==> config.mk <==
export PLATFORM = sky130hd
export DESIGN_NAME = fat32_root_file_reader_core
export DESIGN_NICKNAME = d
export VERILOG_FILES = /design/src/design/f32rd_pkg.sv /design/src/design/fat32_root_file_reader_core.sv
export SDC_FILE = /design/constraint.sdc
export NUM_CORES = 2
export LEC_CHECK = 0
export BUFFER_PORTS_ARGS = -buffer_cell sky130_fd_sc_hd__buf_2
export CORE_AREA = 2 2 294 296
export DETAILED_ROUTE_END_ITERATION = 6
export DIE_AREA = 0 0 296 298
export GPL_TIMING_DRIVEN = 0
export HOLD_SLACK_MARGIN = 0.06
export PLACE_DENSITY_LB_ADDON = 0.08
export REMOVE_ABC_BUFFERS = 1
export SYNTH_ARGS = -nofsm -noshare
export SYNTH_HDL_FRONTEND = slang
export SYNTH_SLANG_ARGS = --single-unit
==> constraint.sdc <==
create_clock -name clk_i -period 29.1 [get_ports clk_i]
set_clock_uncertainty 0.1 [all_clocks]
set_input_delay 2.91 -clock clk_i [delete_from_list [all_inputs] [get_ports clk_i]]
set_output_delay 2.91 -clock clk_i [all_outputs]
set_load 0.005 [all_outputs]
==> src/design/f32rd_pkg.sv <==
// package: phase codes, result kinds, status codes and constants of the root file reader
`default_nettype none
package f32rd_pkg;

  localparam int unsigned SectorWords = 128;
  localparam int unsigned WordIdxW    = $clog2(SectorWords);

  localparam logic [27:0] ClusterMask = 28'hFFF_FFFF;
  localparam logic [27:0] ChainEnd    = 28'hFFF_FFF8;
  localparam logic [7:0]  DeletedMark = 8'hE5;
  localparam logic [7:0]  LfnAttr     = 8'h0F;

  typedef enum logic [2:0] {
    PH_IDLE    = 3'd0,
    PH_DIR     = 3'd1,
    PH_DRAIN   = 3'd2,
    PH_DIRFAT  = 3'd3,
    PH_DATA    = 3'd4,
    PH_DATAFAT = 3'd5
  } phase_e;

  typedef enum logic [1:0] {
    FN_START = 2'd0,
    FN_WORD  = 2'd1,
    FN_FAIL  = 2'd2,
    FN_NONE  = 2'd3
  } func_e;

  typedef enum logic [1:0] {
    KD_REQ  = 2'd0,
    KD_DATA = 2'd1,
    KD_DONE = 2'd2
  } kind_e;

  typedef enum logic [1:0] {
    ST_FOUND    = 2'd0,
    ST_NOTFOUND = 2'd1,
    ST_RDERR    = 2'd2,
    ST_BADREQ   = 2'd3
  } status_e;

  typedef enum logic [2:0] {
    CR_PART  = 3'd0,
    CR_FAT   = 3'd1,
    CR_DATA  = 3'd2,
    CR_SPC   = 3'd3,
    CR_ROOT  = 3'd4,
    CR_MAX   = 3'd5,
    CR_HEAD  = 3'd6,
    CR_TAIL  = 3'd7
  } cfg_reg_e;

  typedef struct packed {
    logic [1:0]  kind;
    logic [31:0] sector_lba;
    logic [31:0] data_word;
    logic [2:0]  byte_count;
    logic [1:0]  status;
    logic [31:0] entry_size;
    logic        last_of_run;
  } result_t;

endpackage
`default_nettype wire

==> src/design/fat32_root_file_reader_core.sv <==
// top level: FAT32 root directory search and cluster chain file reader
// results: the first result of a word is registered and shown the cycle after acceptance
// throughput: one input word per cycle while the output is not stalled; a word that causes two
// results holds off input until its second result, held in a one-entry skid register, moves to output
// input is taken while the skid register is empty and the output register is free
// reset: asynchronous active low; phase idle, counters zero, registers at defaults
`default_nettype none
module fat32_root_file_reader_core
  import f32rd_pkg::*;
(
  input  wire logic        clk_i,
  input  wire logic        rst_ni,
  input  wire logic        cfg_we_i,
  input  wire logic [2:0]  cfg_idx_i,
  input  wire logic [63:0] cfg_data_i,
  input  wire logic        in_valid_i,
  output logic             in_ready_o,
  input  wire logic [1:0]  func_i,
  input  wire logic [31:0] word_i,
  output logic             out_valid_o,
  input  wire logic        out_ready_i,
  output logic [1:0]       kind_o,
  output logic [31:0]      sector_lba_o,
  output logic [31:0]      data_word_o,
  output logic [2:0]       byte_count_o,
  output logic [1:0]       status_o,
  output logic [31:0]      entry_size_o,
  output logic             last_of_run_o
);

  // configuration registers
  logic [31:0] part_q, data_start_q, max_q;
  logic [15:0] fat_q;
  logic [7:0]  spc_q;
  logic [27:0] root_q;
  logic [63:0] head_q;
  logic [23:0] tail_q;

  always_ff @(posedge clk_i or negedge rst_ni) begin
    if (!rst_ni) begin
      part_q <= '0; fat_q <= 16'd32; data_start_q <= '0; spc_q <= 8'd8;
      root_q <= 28'd2; max_q <= '0; head_q <= '0; tail_q <= '0;
    end else if (cfg_we_i) begin
      unique case (cfg_reg_e'(cfg_idx_i))
        CR_PART: part_q       <= cfg_data_i[31:0];
        CR_FAT:  fat_q        <= cfg_data_i[15:0];
        CR_DATA: data_start_q <= cfg_data_i[31:0];
        CR_SPC:  spc_q        <= cfg_data_i[7:0];
        CR_ROOT: root_q       <= cfg_data_i[27:0];
        CR_MAX:  max_q        <= cfg_data_i[31:0];
        CR_HEAD: head_q       <= cfg_data_i;
        CR_TAIL: tail_q       <= cfg_data_i[23:0];
        default: ;
      endcase
    end
  end

  // walk state
  phase_e              phase_q, phase_d;
  logic [WordIdxW-1:0] widx_q, widx_d;
  logic [7:0]          sic_q, sic_d;
  logic [27:0]         clus_q, clus_d;
  logic                cand_q, cand_d;
  logic [15:0]         hi_q, hi_d, lo_q, lo_d;
  logic [31:0]         left_q, left_d, fsize_q, fsize_d;

  // output stage and skid
  result_t out_q, skid_q, r0, r1;
  logic    out_v_q, skid_v_q;
  logic    n0, n1;
  logic    out_free;

  logic accept;
  assign out_free   = !out_v_q || out_ready_i;
  assign in_ready_o = !skid_v_q && out_free;
  assign accept     = in_valid_i && in_ready_o;

  // first sector of a cluster; one 32-bit multiply of (cluster - 2) by sectors per cluster
  function automatic logic [31:0] clus_lba(input logic [27:0] c, input logic [31:0] p,
                                           input logic [31:0] ds, input logic [7:0] spc);
    logic [31:0] cm;
    cm = 32'({4'b0, c} - 32'd2) * 32'(spc);
    return p + ds + cm;
  endfunction

  function automatic result_t mk(input logic [1:0] k, input logic [31:0] lba,
                                 input logic [31:0] d, input logic [2:0] cnt,
                                 input logic [1:0] st, input logic [31:0] sz);
    result_t r;
    r.kind = k; r.sector_lba = lba; r.data_word = d; r.byte_count = cnt;
    r.status = st; r.entry_size = sz; r.last_of_run = 1'b0;
    return r;
  endfunction

  // per-input step: start, word and fail commands
  always_comb begin
    logic        last, fin;
    logic [2:0]  e;
    logic [31:0] rem, keep, cnt32, fat_lba, cur_lba;
    logic [27:0] c;
    logic [7:0]  sic_inc;
    result_t     a, b;
    logic        na, nb;
    phase_d = phase_q; widx_d = widx_q; sic_d = sic_q; clus_d = clus_q;
    cand_d = cand_q; hi_d = hi_q; lo_d = lo_q; left_d = left_q; fsize_d = fsize_q;
    a = '0; b = '0; na = 1'b0; nb = 1'b0; fin = 1'b0;
    last = (widx_q == WordIdxW'(SectorWords - 1));
    e = widx_q[2:0];
    rem = (word_i < max_q) ? word_i : max_q;
    c = {hi_q[11:0], lo_q};
    cnt32 = (left_q < 32'd4) ? left_q : 32'd4;
    keep = (cnt32 >= 32'd4) ? 32'hFFFF_FFFF : ((32'd1 << {cnt32[1:0], 3'b0}) - 32'd1);
    sic_inc = sic_q + 8'd1;
    fat_lba = part_q + 32'(fat_q) + 32'(clus_q[27:WordIdxW]);
    cur_lba = '0;
    case (func_e'(func_i))
      FN_START: begin
        fsize_d = '0;
        na = 1'b1;
        if (max_q == '0 || spc_q == '0) begin
          a = mk(KD_DONE, '0, '0, '0, ST_BADREQ, '0);
          phase_d = PH_IDLE;
        end else begin
          clus_d = root_q; sic_d = '0; widx_d = '0; cand_d = 1'b0; phase_d = PH_DIR;
          a = mk(KD_REQ, clus_lba(root_q, part_q, data_start_q, spc_q), '0, '0, ST_FOUND, '0);
        end
      end
      FN_FAIL: begin
        if (phase_q != PH_IDLE) begin
          na = 1'b1;
          phase_d = PH_IDLE;
          if (phase_q == PH_DIRFAT) a = mk(KD_DONE, '0, '0, '0, ST_NOTFOUND, '0);
          else if (phase_q == PH_DATAFAT) a = mk(KD_DONE, '0, '0, '0, ST_FOUND, fsize_q);
          else a = mk(KD_DONE, '0, '0, '0, ST_RDERR, '0);
        end
      end
      FN_WORD: begin
        if (phase_q != PH_IDLE) begin
          widx_d = last ? '0 : widx_q + 1'b1;
          // per-word work
          case (phase_q)
            PH_DIR: begin
              case (e)
                3'd0: begin
                  cand_d = 1'b0;
                  if (word_i[7:0] == 8'h00) begin
                    na = 1'b1; fin = 1'b1; phase_d = PH_IDLE;
                    a = mk(KD_DONE, '0, '0, '0, ST_NOTFOUND, '0);
                  end else if (word_i[7:0] == DeletedMark || word_i != head_q[31:0])
                    cand_d = 1'b1;
                end
                3'd1: if (word_i != head_q[63:32]) cand_d = 1'b1;
                3'd2: if (word_i[31:24] == LfnAttr || word_i[23:0] != tail_q) cand_d = 1'b1;
                3'd5: hi_d = word_i[15:0];
                3'd6: lo_d = word_i[31:16];
                3'd7: if (!cand_q) begin
                  fsize_d = word_i;
                  if (rem == '0 || c < 28'd2) begin
                    na = 1'b1; fin = 1'b1; phase_d = PH_IDLE;
                    a = mk(KD_DONE, '0, '0, '0, ST_FOUND, word_i);
                  end else begin
                    left_d = rem; clus_d = c; phase_d = PH_DRAIN;
                  end
                end
                default: ;
              endcase
            end
            PH_DIRFAT, PH_DATAFAT: begin
              if (!cand_q && widx_q == clus_q[WordIdxW-1:0]) begin
                clus_d = word_i[27:0] & ClusterMask; cand_d = 1'b1;
              end
            end
            PH_DATA: begin
              na = 1'b1;
              a = mk(KD_DATA, '0, word_i & keep, cnt32[2:0], ST_FOUND, '0);
              left_d = left_q - cnt32;
              if (left_q == cnt32) begin
                nb = 1'b1; fin = 1'b1; phase_d = PH_IDLE;
                b = mk(KD_DONE, '0, '0, '0, ST_FOUND, fsize_q);
              end
            end
            default: ;
          endcase
          // end of sector, taken from the phase after this word
          if (last && !fin) begin
            cur_lba = clus_lba(clus_d, part_q, data_start_q, spc_q);
            case (phase_d)
              PH_DIR, PH_DATA: begin
                nb = 1'b1; sic_d = sic_inc;
                if (sic_inc < spc_q) begin
                  b = mk(KD_REQ, cur_lba + 32'(sic_inc), '0, '0, ST_FOUND, '0);
                end else begin
                  phase_d = (phase_d == PH_DIR) ? PH_DIRFAT : PH_DATAFAT;
                  cand_d = 1'b0;
                  b = mk(KD_REQ, fat_lba, '0, '0, ST_FOUND, '0);
                end
              end
              PH_DRAIN: begin
                nb = 1'b1; sic_d = '0; phase_d = PH_DATA;
                b = mk(KD_REQ, cur_lba, '0, '0, ST_FOUND, '0);
              end
              PH_DIRFAT: begin
                nb = 1'b1;
                if (clus_d >= ChainEnd) begin
                  phase_d = PH_IDLE; b = mk(KD_DONE, '0, '0, '0, ST_NOTFOUND, '0);
                end else begin
                  sic_d = '0; cand_d = 1'b0; phase_d = PH_DIR;
                  b = mk(KD_REQ, cur_lba, '0, '0, ST_FOUND, '0);
                end
              end
              PH_DATAFAT: begin
                nb = 1'b1;
                if (clus_d >= ChainEnd || clus_d < 28'd2) begin
                  phase_d = PH_IDLE; b = mk(KD_DONE, '0, '0, '0, ST_FOUND, fsize_q);
                end else begin
                  sic_d = '0; phase_d = PH_DATA;
                  b = mk(KD_REQ, cur_lba, '0, '0, ST_FOUND, '0);
                end
              end
              default: ;
            endcase
          end
        end
      end
      default: ;
    endcase
    // pack results in order
    if (na) begin
      r0 = a; r1 = b; n0 = 1'b1; n1 = nb;
    end else begin
      r0 = b; r1 = '0; n0 = nb; n1 = 1'b0;
    end
    if (n1) r1.last_of_run = 1'b1;
    else    r0.last_of_run = 1'b1;
  end

  // state registers
  always_ff @(posedge clk_i or negedge rst_ni) begin
    if (!rst_ni) begin
      phase_q <= PH_IDLE; widx_q <= '0; sic_q <= '0; clus_q <= '0; cand_q <= 1'b0;
      hi_q <= '0; lo_q <= '0; left_q <= '0; fsize_q <= '0;
    end else if (accept) begin
      phase_q <= phase_d; widx_q <= widx_d; sic_q <= sic_d; clus_q <= clus_d;
      cand_q <= cand_d; hi_q <= hi_d; lo_q <= lo_d; left_q <= left_d; fsize_q <= fsize_d;
    end
  end

  // output register and skid: input is taken only with skid empty and output free
  always_ff @(posedge clk_i or negedge rst_ni) begin
    if (!rst_ni) begin
      out_v_q <= 1'b0; skid_v_q <= 1'b0;
    end else if (out_free) begin
      if (skid_v_q) begin
        out_v_q <= 1'b1; skid_v_q <= 1'b0;
      end else begin
        out_v_q <= accept && n0;
        skid_v_q <= accept && n1;
      end
    end
  end

  always_ff @(posedge clk_i) begin
    if (out_free) begin
      if (skid_v_q) out_q <= skid_q;
      else begin
        out_q <= r0; skid_q <= r1;
      end
    end
  end

  assign out_valid_o   = out_v_q;
  assign kind_o        = out_q.kind;
  assign sector_lba_o  = out_q.sector_lba;
  assign data_word_o   = out_q.data_word;
  assign byte_count_o  = out_q.byte_count;
  assign status_o      = out_q.status;
  assign entry_size_o  = out_q.entry_size;
  assign last_of_run_o = out_q.last_of_run;

  // checks
  a_skid_needs_out: assert property (@(posedge clk_i) disable iff (!rst_ni)
    skid_v_q |-> out_v_q) else $error("skid full with output empty");
  a_no_take_full: assert property (@(posedge clk_i) disable iff (!rst_ni)
    skid_v_q |-> !in_ready_o) else $error("input taken with skid full");
  a_idx_reset: assert property (@(posedge clk_i) disable iff (!rst_ni)
    (accept && func_i == FN_START && max_q != '0 && spc_q != '0) |=> widx_q == '0)
    else $error("word index not cleared on start");

endmodule
`default_nettype wire
==> PnR_summary.wiki <==
{| class="wikitable"
! Metric !! Value
|-
| Most frequent standard cell in the layout excluding fill and tap cells || sky130_fd_sc_hd__nand2_1
|-
| First-pass GRT wire length || 217800 um
|-
| Start-to-end type of the worst setup path || input pin to flip-flop
|-
| Post-route worst hold slack || 0.3802 ns
|-
| Startpoint types || input pin
|-
| Asr flop ratio synth || 68.80%
|-
| Mapped cell area || 46430 um^2
|-
| Peak clock frequency supported by timing || 64.92 MHz
|-
| Count of standard-cell rows || 107
|-
| Arr. time, crit path || 15.79 ns
|-
| Number of sinks on the clock net || 548
|-
| Register clock-pin slew on the reported worst setup and hold paths || 0.06 ns
|-
| Share of post-route cells with drive strength above 1 || 14.53%
|-
| Post-synthesis register bit count || 548
|-
| Total negative slack || 0 ns
|-
| CP max stage delay || 1.15 ns
|-
| Critical path required time || 29.49 ns
|-
| Crit share post-route || 52.93%
|-
| Width of the die || 296 um
|-
| Maximum number of pins on one net before global-route repair || 109
|-
| Number of I/O pins || 212
|-
| Average vias per placed instance || 5.949
|-
| Die Area || 88210 um^2
|-
| Average wire per standard cell || 23.13 um
|-
| Area added between synthesis and finish || 10.43%
|-
| Tightest slew margin relative to the limit || 10.64%
|-
| Seq/Total Area, Yosys || 31.39%
|-
| Commonest non-fill, non-tap cells in the layout || sky130_fd_sc_hd__nand2_1 (566), sky130_fd_sc_hd__inv_1 (490), sky130_fd_sc_hd__fa_1 (391), sky130_fd_sc_hd__dfrtp_1 (366), sky130_fd_sc_hd__and2_1 (294)
|-
| Unrepaired setup endpoints after global routing || false
|-
| Most Frequent Cell on Critical Path || sky130_fd_sc_hd__fa_1
|-
| Vertical extent of the die || 298 um
|-
| Total congestion overflow || 0
|-
| Via Count || 36390
|-
| Layout Nets || 5611
|-
| Max-slew violation count || 0
|-
| Number of synthesis warnings || 0
|-
| Port bufs || 211
|-
| Post-CTS repair timing setup buffer count || 0
|-
| Path category of the worst min-delay check || flip-flop to flip-flop
|-
| Post-synthesis adder-cell area fraction || 22.25%
|-
| Period minus WS final || 15.40 ns
|-
| Post-detailed-route count of antenna-violating nets || 0
|-
| Max Cap Violations || 0
|-
| Initial Util || 54.70%
|-
| Clock tree buffer depth || 3
|-
| Number of optimization iterations in the first detailed-route pass || 5
|-
| Antenna violations before repair || 8
|-
| Number of fillers in the final layout || 7477
|-
| Worst R2R Setup Slack || 15.94 ns
|-
| Share of synthesized cell area in and, or, nand and nor gates || 16.46%
|-
| Clk Tree Root Cell || sky130_fd_sc_hd__clkbuf_16
|-
| Iter 0 DRT Violations || 3391
|-
| Run status || finished, final reports clean
|-
| Combinational family with the most area after synthesis || adder cells
|-
| Crit. End Element || flip-flop
|-
| Core area || 84880 um^2
|-
| Clock buffer count from CTS || 67
|-
| Routed Wire Length || 141500 um
|-
| Final-report hold violation count || 0
|-
| Max FO, Critical Path || 26
|-
| Measured slew at the worst slew-check pin || 1.340 ns
|-
| HPWL after detailed placement || 106300 um
|-
| DRC violations left || 0
|-
| CTS tree || done
|-
| Final setup violation count || 0
|-
| Level count of the clock H-tree || 3
|-
| Number of enable-type register cells in the synthesized netlist || 171
|-
| Count of unique library cells instantiated by Yosys || 90
|-
| Clock network latency to the later pin of the worst-skew pair || 0.65 ns
|-
| Average cell area after synthesis || 9.639 um^2
|-
| Quantity of hold-fixing buffers added after cts || 0
|-
| Critical-path cell with the highest stage delay || sky130_fd_sc_hd__a311oi_1
|-
| Multiplexer fraction of the synthesized cell area || 7.357%
|-
| Combined global-route utilization of all metal layers || 32.66%
|-
| Synthesized-area fraction occupied by xor and xnor cells || 5.831%
|-
| Compound-cell area share of the yosys netlist || 10.76%
|-
| Last weighted congestion value of the routability-driven placer || 0.9269
|-
| Post-synthesis instance total || 4817
|-
| Number of global-route vias before repair || 35770
|-
| Top FF cell, synth || sky130_fd_sc_hd__dfrtp_1
|-
| Post-cts repair resize count || 0
|}
==> Yosys cell counts (all sizes together), types with 171 or more instances <==
library cell / count / area [um^2]
inv: 493 / 1851
clkbuf: 205 / 769.5
dfrtp: 374 / 9359
nand2: 567 / 2128
a21oi: 186 / 934.7
o21ai: 238 / 1199
xnor2: 221 / 1936
ha: 200 / 2502
edfxtp: 171 / 5135
nor2: 226 / 848.3
fa: 391 / 7828
and2: 295 / 1846
mux2: 290 / 3266
==> flip-flops by register name, summed over array words and instances (netlist names), 32 cells and up <==
name          cells
entry_size_o     32
sector_lba_o     32
data_word_o      32
skid_q           67
data_start_q     32
fsize_q          32
left_q           32
max_q            32
head_q           64
part_q           32
==> area by class of cell <==
class / instances / area, um^2 / share of cell area (%)
multi-input combinational: 3543 / 29250 / 57.04
sequential: 548 / 14590 / 28.44
timing repair buffer: 261 / 1963 / 3.829
clock buffer: 95 / 1894 / 3.694
inverter: 493 / 1853 / 3.614
tap: 1144 / 1431 / 2.792
clock inverter: 28 / 286.5 / 0.5588
antenna: 5 / 12.51 / 0.02440
==> kinds of logic after synthesis <==
logic type	Yosys count
and+or+nand+nor	1557
AOI/OAI and AO/OA	783
buffers and inverters	726
adders and majority gates	591
DFF	548
xor gates and xnor gates	306
muxes	305
other	1
==> final timing paths <==
| kind | from | to | cells after the start |
|---|---|---|---|
| setup / recovery | word_i[21] | sector_lba_o[31]$_DFFE_PN_ | 35 |
| setup reg to reg | phase_q[2]$_DFFE_PN0P_ | sector_lba_o[31]$_DFFE_PN_ | 34 |
| hold / removal | fsize_q[9]$_DFFE_PN0P_ | fsize_q[9]$_DFFE_PN0P_ | 2 |
| hold reg to reg | fsize_q[9]$_DFFE_PN0P_ | fsize_q[9]$_DFFE_PN0P_ | 2 |
| min in group asynchronous | rst_ni | head_q[49]$_DFFE_PN0P_ | 1 |
| max in group asynchronous | rst_ni | part_q[10]$_DFFE_PN0P_ | 3 |
==> layer usage <==
| metal | track usage, % | share of wire [%] |
|---|---|---|
| met4 | 10.63 | 3.3 |
| met3 | 5.274 | 7.4 |
| met1 | 46.61 | 44 |
| met2 | 50.94 | 46 |
| met5 | 0 | 0 |
==> worst max-delay path, delay by kind of cell <==
family	cells	cell delay [ns]
AO/OA/AOI/OAI	12	5.47
adder cells (fa/ha/maj)	6	2.66
AND/OR/NAND/NOR	9	2.42
XOR/XNOR	2	1.12
buffers and inverters	4	0.68
multiplexers	2	0.50
==> stage by stage <==
step | utilization [%] | instance area, um^2 | setup WS, ns | std cells
after floorplan | - | 45520 | 15.45 | 4584
after global placement | 56.56 | 48010 | 11.46 | 5939
after detailed placement | 57.78 | 49040 | 13.34 | 5987
after CTS | 60.35 | 51220 | 13.98 | 6110
after global routing | 60.40 | 51270 | 12.91 | 6115
final | 60.41 | 51280 | 13.70 | 6117
Power is not shown: default switching activity piles up to over one toggle a cycle in this logic, so the estimate is an artifact.
